## config.mk

```make
export PLATFORM = sky130hd
export DESIGN_NAME = ssprg_ctrl
export DESIGN_NICKNAME = d
export VERILOG_FILES = /design/src/rtl/ssprg_pkg.sv /design/src/rtl/ssprg_ctrl.sv
export VERILOG_INCLUDE_DIRS = /design/src /design/src/rtl
export SDC_FILE = /design/constraint.sdc
export NUM_CORES = 1
export LEC_CHECK = 0
export BUFFER_PORTS_ARGS = -buffer_cell sky130_fd_sc_hd__buf_4
export CORE_AREA = 4 4 115 117
export CTS_BUF_LIST = sky130_fd_sc_hd__clkbuf_4 sky130_fd_sc_hd__clkbuf_8 sky130_fd_sc_hd__clkbuf_16
export DETAILED_ROUTE_END_ITERATION = 6
export DIE_AREA = 0 0 119 121
export GPL_TIMING_DRIVEN = 0
export PLACE_DENSITY = 0.42
export SYNTH_ARGS = -nofsm -noshare
export SYNTH_HDL_FRONTEND = slang
export SYNTH_SLANG_ARGS = --single-unit
```

## constraint.sdc

```tcl
create_clock -name clk -period 2.1 [get_ports clk]
set_input_delay 0.42 -clock clk [delete_from_list [all_inputs] [get_ports clk]]
set_output_delay 0.42 -clock clk [all_outputs]
set_load 0.02 [all_outputs]
```

## src/rtl/supersampled_primary_ray_generator_defines.svh

```systemverilog
// assertion macros shared by the ray generator modules
// no dependencies; taken in by the files that carry checks
`ifndef SUPERSAMPLED_PRIMARY_RAY_GENERATOR_DEFINES_SVH
`define SUPERSAMPLED_PRIMARY_RAY_GENERATOR_DEFINES_SVH

// same-cycle implication, off during reset
`define SSPRG_ASSERT_IMPL(label, clk, rst, ante, cons) \
  label: assert property (@(posedge clk) disable iff (rst) (ante) |-> (cons)) \
    else $error("ssprg check failed");

// next-cycle implication, off during reset
`define SSPRG_ASSERT_NEXT(label, clk, rst, ante, cons) \
  label: assert property (@(posedge clk) disable iff (rst) (ante) |=> (cons)) \
    else $error("ssprg check failed");

`endif

```

## src/rtl/ssprg_pkg.sv

```systemverilog
// shared types, widths and helper functions of the ray generator
// no dependencies; used by every module of the block
package ssprg_pkg;

  // block constants
  localparam int MAX_SUB_FACTOR = 8;
  localparam int PIXEL_BITS     = 12;
  localparam int COMPONENT_BITS = 21;
  localparam int NUM_AXES       = 3;

  // fixed field widths
  localparam int SF_W      = 4;
  localparam int VRES_W    = 13;
  localparam int JA_W      = 16;
  localparam int PACK_W    = 63;
  localparam int OUT_W     = 32;
  localparam int LFSR_W    = 32;
  localparam int R_W       = 17;
  localparam int CFG_IDX_W = 3;

  localparam logic [LFSR_W-1:0] LFSR_SEED = 32'hACE1ACE1;
  localparam logic [LFSR_W-1:0] LFSR_MASK = 32'h80200003;

  // register indexes
  localparam logic [CFG_IDX_W-1:0] REG_STEP_U = 3'd0;
  localparam logic [CFG_IDX_W-1:0] REG_STEP_V = 3'd1;
  localparam logic [CFG_IDX_W-1:0] REG_CORNER = 3'd2;
  localparam logic [CFG_IDX_W-1:0] REG_EYE    = 3'd3;
  localparam logic [CFG_IDX_W-1:0] REG_SUB    = 3'd4;
  localparam logic [CFG_IDX_W-1:0] REG_VRES   = 3'd5;
  localparam logic [CFG_IDX_W-1:0] REG_JITTER = 3'd6;

  localparam logic [SF_W-1:0]   SUB_RESET  = 4'd1;
  localparam logic [VRES_W-1:0] VRES_RESET = 13'd480;

  // subpixel counter and factor widths
  localparam int SUB_BITS = (MAX_SUB_FACTOR > 1) ? $clog2(MAX_SUB_FACTOR) : 1;
  localparam int M_W      = $clog2(MAX_SUB_FACTOR + 1);

  // datapath widths
  localparam int A_W    = PIXEL_BITS + SUB_BITS + 1;
  localparam int DIFF_W = ((VRES_W > PIXEL_BITS) ? VRES_W : PIXEL_BITS) + 1;
  localparam int B_W    = DIFF_W + SUB_BITS + 1;
  localparam int AS_W   = A_W + COMPONENT_BITS;
  localparam int BS_W   = B_W + COMPONENT_BITS;
  localparam int PU_W   = R_W + COMPONENT_BITS;
  localparam int PH_W   = PU_W - JA_W;
  localparam int HI_W   = PH_W + JA_W + 1;
  localparam int LO_W   = 2 * JA_W;
  localparam int HS_W   = HI_W + 1;
  localparam int JS_W   = HS_W - JA_W;
  localparam int ORG_W  = B_W + COMPONENT_BITS + 3;
  localparam int DIR_W  = ORG_W + 1;

  localparam int PIPE_STAGES = 5;

  typedef struct packed {
    logic [PIXEL_BITS-1:0] pixel_x;
    logic [PIXEL_BITS-1:0] pixel_y;
  } pixel_t;

  typedef struct packed {
    logic signed [OUT_W-1:0] origin_x;
    logic signed [OUT_W-1:0] origin_y;
    logic signed [OUT_W-1:0] origin_z;
    logic signed [OUT_W-1:0] dir_x;
    logic signed [OUT_W-1:0] dir_y;
    logic signed [OUT_W-1:0] dir_z;
    logic                    last_ray;
  } ray_t;

  typedef struct packed {
    logic [PACK_W-1:0] step_u;
    logic [PACK_W-1:0] step_v;
    logic [PACK_W-1:0] corner;
    logic [PACK_W-1:0] eye;
    logic [SF_W-1:0]   sub_factor;
    logic [VRES_W-1:0] vres;
    logic [JA_W-1:0]   jitter_amount;
  } cfg_t;

  typedef struct packed {
    logic                load;
    logic                issue;
    logic                last;
    logic [SUB_BITS-1:0] sub_col;
    logic [SUB_BITS-1:0] sub_row;
  } ctrl_cmd_t;

  // effective subpixel factor: zero acts as one, large values clamp
  function automatic logic [M_W-1:0] eff_m(input logic [SF_W-1:0] sf);
    logic [M_W-1:0] m;
    if (sf == '0) begin
      m = M_W'(1);
    end else if (sf > SF_W'(MAX_SUB_FACTOR)) begin
      m = M_W'(MAX_SUB_FACTOR);
    end else begin
      m = M_W'(sf);
    end
    return m;
  endfunction

  // one signed component out of a packed vector, x lowest
  function automatic logic signed [COMPONENT_BITS-1:0] comp(
    input logic [PACK_W-1:0] p,
    input int                idx
  );
    return $signed(p[idx*COMPONENT_BITS +: COMPONENT_BITS]);
  endfunction

  // galois lfsr, shifting right
  function automatic logic [LFSR_W-1:0] lfsr_step(input logic [LFSR_W-1:0] s);
    logic [LFSR_W-1:0] n;
    n = s >> 1;
    if (s[0]) begin
      n = n ^ LFSR_MASK;
    end
    return n;
  endfunction

  // clamp to signed 32 bits
  function automatic logic signed [OUT_W-1:0] sat_out(input logic signed [DIR_W-1:0] v);
    logic [DIR_W-OUT_W:0]    top;
    logic signed [OUT_W-1:0] r;
    top = v[DIR_W-1:OUT_W-1];
    if (top == '0 || top == '1) begin
      r = v[OUT_W-1:0];
    end else if (v[DIR_W-1]) begin
      r = {1'b1, {(OUT_W-1){1'b0}}};
    end else begin
      r = {1'b0, {(OUT_W-1){1'b1}}};
    end
    return r;
  endfunction

endpackage

```

## src/rtl/ssprg_ctrl.sv

```systemverilog
// controller: takes a pixel word and walks the subpixel grid, one ray per issue
// depends on ssprg_pkg and the assertion macro header
`include "supersampled_primary_ray_generator_defines.svh"

module ssprg_ctrl (
  input  logic                 clk,
  input  logic                 rst,
  input  logic                 pixel_valid,
  output logic                 pixel_stall,
  input  ssprg_pkg::cfg_t      cfg,
  input  logic                 advance,
  output ssprg_pkg::ctrl_cmd_t cmd
);

  typedef enum logic {
    IDLE,
    RUN
  } state_t;

  state_t                           state;
  logic [ssprg_pkg::SUB_BITS-1:0]   sub_col;
  logic [ssprg_pkg::SUB_BITS-1:0]   sub_row;
  logic [ssprg_pkg::M_W-1:0]        m;
  logic                             col_end;
  logic                             row_end;

  // grid limits
  assign m       = ssprg_pkg::eff_m(cfg.sub_factor);
  assign col_end = ssprg_pkg::M_W'(sub_col) == m - ssprg_pkg::M_W'(1);
  assign row_end = ssprg_pkg::M_W'(sub_row) == m - ssprg_pkg::M_W'(1);

  // commands to the datapath
  assign pixel_stall = (state != IDLE);
  assign cmd.load    = (state == IDLE) && pixel_valid;
  assign cmd.issue   = (state == RUN) && advance;
  assign cmd.last    = col_end && row_end;
  assign cmd.sub_col = sub_col;
  assign cmd.sub_row = sub_row;

  // state and subpixel counters
  always_ff @(posedge clk) begin
    if (rst) begin
      state   <= IDLE;
      sub_col <= '0;
      sub_row <= '0;
    end else begin
      case (state)
        IDLE: begin
          if (cmd.load) begin
            state <= RUN;
          end
        end
        RUN: begin
          if (cmd.issue) begin
            if (cmd.last) begin
              state   <= IDLE;
              sub_col <= '0;
              sub_row <= '0;
            end else if (col_end) begin
              sub_col <= '0;
              sub_row <= sub_row + 1'b1;
            end else begin
              sub_col <= sub_col + 1'b1;
            end
          end
        end
        default: begin
          state <= IDLE;
        end
      endcase
    end
  end

  // checks
  `SSPRG_ASSERT_NEXT(a_last_to_idle, clk, rst, cmd.issue && cmd.last, state == IDLE)
  `SSPRG_ASSERT_IMPL(a_idle_grid_zero, clk, rst, state == IDLE, sub_col == '0 && sub_row == '0)
  `SSPRG_ASSERT_IMPL(a_grid_in_range, clk, rst, state == RUN, ssprg_pkg::M_W'(sub_col) < m && ssprg_pkg::M_W'(sub_row) < m)

endmodule

```

* Word-level counts from Yosys, hierarchy flattened
Index checks and enable logic that the tools add are counted.
Cells by class: mux-type cells 10, bitwise logic cells 1, order comparisons 1, div/mod/pow operators 0, shifts and indexed selects 0, $add $sub $neg 3, reduce and logical (&&, ||, !) cells 7, multiply operators 0, equality and inequality tests 2
Operators by type and width (count):
- 3-bit two-way mux | 4
- 3-bit by 4-bit == test with 1-bit output | 2
- 4-bit two-way mux | 2
- 3-bit by 1-bit adder with 3-bit output, second input constant | 2
- 4-bit > comparator, second input constant | 1
- 4-bit logical NOT | 1
- 4-bit by 1-bit subtractor with 4-bit output, second input constant | 1
- 1-bit logical AND | 3
- 1-bit two-way mux | 3
- 3-bit AND reduction | 1
- 1-bit case mux with 2 select lines | 1
- 2-bit AND reduction | 1
- 2-bit nonzero test | 1
- 1-bit NOT | 1
Storage, ports and cells: register bits 7, word-level logic and storage cells 27, bits of input ports 289, output and inout port bits 10, memory bits (writable) 0, memory bits (read-only) 0, memories kept 0, bits in latches 0

* Longest topological paths before layout
depth in word-level cells 9, mapped depth 8, depth with buffers taken out 8

* Least setup slack after synthesis
OpenSTA, ideal clock, no wires.
path kind input to output, start input cfg[31] in the netlist's numbering, end output cmd[6] in the netlist's numbering, data required time 1.680 ns, stages on the path 6, buffers on the path 0, path slack -0.548 ns, arrival 2.228 ns, path through o21bai_1 > nand2b_1 > ha_1 > xor2_1 > nand3b_4 > nor4_1
RTL lines:
- from (decl) | RTL line ssprg_ctrl.sv:10 | input ssprg_pkg::cfg_t cfg,
- to (decl) | RTL line ssprg_ctrl.sv:12 | output ssprg_pkg::ctrl_cmd_t cmd

==> results_dict.tcl <==
set metrics [dict create \
    status "finished, violations left" \
    violations "setup timing" \
    dieArea_sq_um 14400 \
    cts_hold_buf 0 \
    portBuffers 16 \
    syn_inst 53 \
    crit_buf_inv 2 \
    hold_slack_ns 0.4595 \
    wl_per_cell_microns 6.715 \
    drtPass1Iterations 3 \
    report.final.slew_viol_count 0 \
    critical_path_class "in -> out" \
    drtAntennaViolNets 0 \
    grt_pass1_wl_mm 2.753 \
    ys_ff_latch 7 \
    clk_pin_slew_ns 0.04 \
    die-height_microns 121 \
    power_frac_clock_pct 54.0 \
    vias 472 \
    synthToLayoutAreaGrowth_pct 105.3 \
    critPathSlowestCell "nor4_4" \
    fin_nets 370 \
    critPathMostFrequentCell "buf_4" \
    finalCritPeriodShare_pct 101.4 \
    p_comb_share_pct 21.8 \
    gp_congestion 0.6458 \
    seq_power_share_pct 24.2 \
    arrival_ns 1.71 \
    place_area_sq_um 885.9 \
    grt_pass1_vias 498 \
    final_area_sq_um 1076 \
    drt-total-wl_mm 1.672 \
    cts_tree "done" \
    fp.dieW_microns 119 \
    drive_gt1_share_pct 48.05 \
    cts_buffers 3 \
    clock_latency_ns 0.23 \
    cts-root-buf "clkbuf_16" \
    grt_max_degree 11 \
    power.leakage_nw 0.3762 \
    hold_class "in -> reg" \
    switching_share_pct 24.15 \
    critical_path.max_fanout 2 \
    drt_iter0_drc 23 \
    antenna_found_initial 0 \
    rsz0062_at_grt "true" \
    insertedDiodeCount 0 \
    ctsLongestPathBuffers 2 \
    grt.total_usage_pct 2.513 \
    hpwlAfterDp_mm 1.401 \
    ys_seq_area_share_pct 26.73 \
    power_switching_mw 0.1447 \
    cts_sinks 7 \
    vias_per_cell 1.896 \
    p_per_area_nw_per_um2 556.8 \
    syn_area_sq_um 524.3 \
    fin_ws_ns -0.03007 \
    cts-htree-levels 1 \
    finalHoldViolations 0 \
    core.rowCount 41 \
    io_pins 299 \
    core-area_sq_um 12360 \
    synth_warnings 0 \
    synth_nets 345 \
    globalRoute.totalOverflow 0 \
    required_ns 1.68 \
    place_ws_ns -0.2801 \
    crit_chain "buf_4 -> o21bai_4 -> nand2b_1 -> ha_4 -> xnor2_2 -> nor4_4 -> buf_4" \
    vdd_drop_max_mv 0.1994 \
    setup_violations 1 \
    drc_errors 0 \
    synth_cell_types 28 \
    fmax_mhz 469.5 \
    fin_util_pct 8.704 \
    skew_ns 0.004697 \
    end_kind "primary output" \
    worstMarginPinSlew_ns 0.5057 \
    synth_area_per_cell_sq_um 9.892 \
    critPathMaxStageDelay_ns 0.29 \
    period_needed_ns 2.130 \
    cp-start-kind "input port" \
    fillerInstances 1430 \
    relSlewSlack_pct 66.03 \
    start_util_pct 4.240 \
    power_mw 0.5991 \
    maxCapViolations 0 \
    path_delay_family "simple AND/OR/NAND/NOR gates" \
    p_int_mw 0.4544 \
]
worst register-to-register path, delay by kind of cell, from the launching register on:
kind / cells / cell delay, ns
and+or+nand+nor: 2 / 0.63
xor gates and xnor gates: 2 / 0.32
DFF: 1 / 0.49
AOI/OAI and AO/OA: 1 / 0.17
power groups by stage:
stage	logic, mW	registers (mW)	clock network (mW)
detailed placement	0.102	0.147	0
finish	0.131	0.145	0.323
global placement	0.101	0.146	0
floorplan	0.0678	0.149	0
global route	0.141	0.145	0.343
CTS	0.117	0.145	0.329
layout make-up:
class | instances | area, sq um | area share, %
flip-flops and latches | 7 | 140.1 | 13.02
clock inverters | 1 | 5.005 | 0.4651
clock buffers | 3 | 75.07 | 6.977
inverters | 1 | 3.754 | 0.3488
repair buffers | 20 | 161.4 | 15.00
well taps | 172 | 215.2 | 20.00
multi-input cells | 44 | 471.7 | 43.84
plain buffers | 1 | 3.754 | 0.3488
registers in the layout, indices dropped and copies added, names as in the netlist:
| signal | count |
|---|---|
| pixel_stall | 1 |
| sub_col | 3 |
| sub_row | 3 |
per-stage QoR:
step           TNS [ns]  instances
6_report       -0.03007        249
5_1_grt        -0.09266        249
4_1_cts        -0.09818        249
3_5_place_dp     -1.525        241
3_3_place_gp     -1.383        241
2_1_floorplan         0         53
synthesized netlist by cell type (all sizes together):
| library cell | number | area, sq um |
|---|---|---|
| a21oi | 1 | 5.000 |
| or3 | 1 | 11.26 |
| o21bai | 1 | 7.510 |
| nor3 | 4 | 20.02 |
| dfxtp | 7 | 140.1 |
| nor4 | 2 | 27.53 |
| xor2 | 3 | 26.28 |
| ha | 3 | 37.54 |
| xnor3 | 1 | 22.52 |
| buf | 1 | 3.750 |
| a32oi | 2 | 36.29 |
| nand3 | 2 | 10.01 |
| nand2b | 6 | 37.54 |
| nor2b | 3 | 21.27 |
| nand3b | 2 | 27.53 |
| mux2i | 1 | 10.01 |
| nand2 | 2 | 7.510 |
| o21ai | 1 | 5.000 |
| nor2 | 4 | 15.01 |
| xnor2 | 3 | 33.79 |
| inv | 1 | 3.750 |
| a31oi | 1 | 6.260 |
| nand4b | 1 | 8.760 |
cell families (layout without fill, tap and decap cells):
| logic type | Yosys count | in the layout | share of synthesized area, % |
|---|---|---|---|
| AO/OA/AOI/OAI | 6 | 6 | 11.46 |
| XOR/XNOR | 7 | 7 | 15.75 |
| adder cells (fa/ha/maj) | 3 | 3 | 7.161 |
| buffers and inverters | 2 | 26 | 1.431 |
| flip-flops | 7 | 7 | 26.73 |
| multiplexers | 1 | 1 | 1.909 |
| AND/OR/NAND/NOR | 27 | 27 | 35.56 |
cell usage in the layout (no fill, tap or decap), types with 2 or more instances in the layout:
master / Yosys / layout
nand2_1: 2 / 2
dfxtp_1: 7 / 7
nor2_1: 4 / 4
nor4_4: 1 / 2
nand2b_1: 6 / 6
clkbuf_16: 0 / 3
buf_4: 0 / 18
nand3_1: 2 / 2
xnor2_4: 0 / 2
xor2_1: 3 / 2
nor3_1: 4 / 4
ha_1: 3 / 2
nor2b_1: 2 / 2
routing by layer:
metal  wire length [microns]  track usage (%)  vias up  share of wire, %
met5                       0                0        -                 0
met2                     607            2.897       17                36
met3                      73           0.7459        2               4.4
li1                        -                -      238                 -
met1                     954            3.865      215                57
met4                      37            1.521        0               2.2
timing repair:
action                                  in CTS  in global routing
pin swaps                                    5                  3
endpoints found under the setup margin       3                  2
resized for setup                            5                  5
buffers inserted                             4                  0
path summary, 6_finish.rpt:
check                                 start           to  slack (ns)  depth (start not counted)
worst min-delay path            pixel_valid  pixel_stall        0.46                          3
worst min register to register  pixel_stall  pixel_stall        0.55                          2
worst max-delay path                cfg[29]       cmd[6]       -0.03                          7
worst max register to register   sub_col[2]   sub_row[2]        0.42                          5
(Power assumes the default switching activity.)
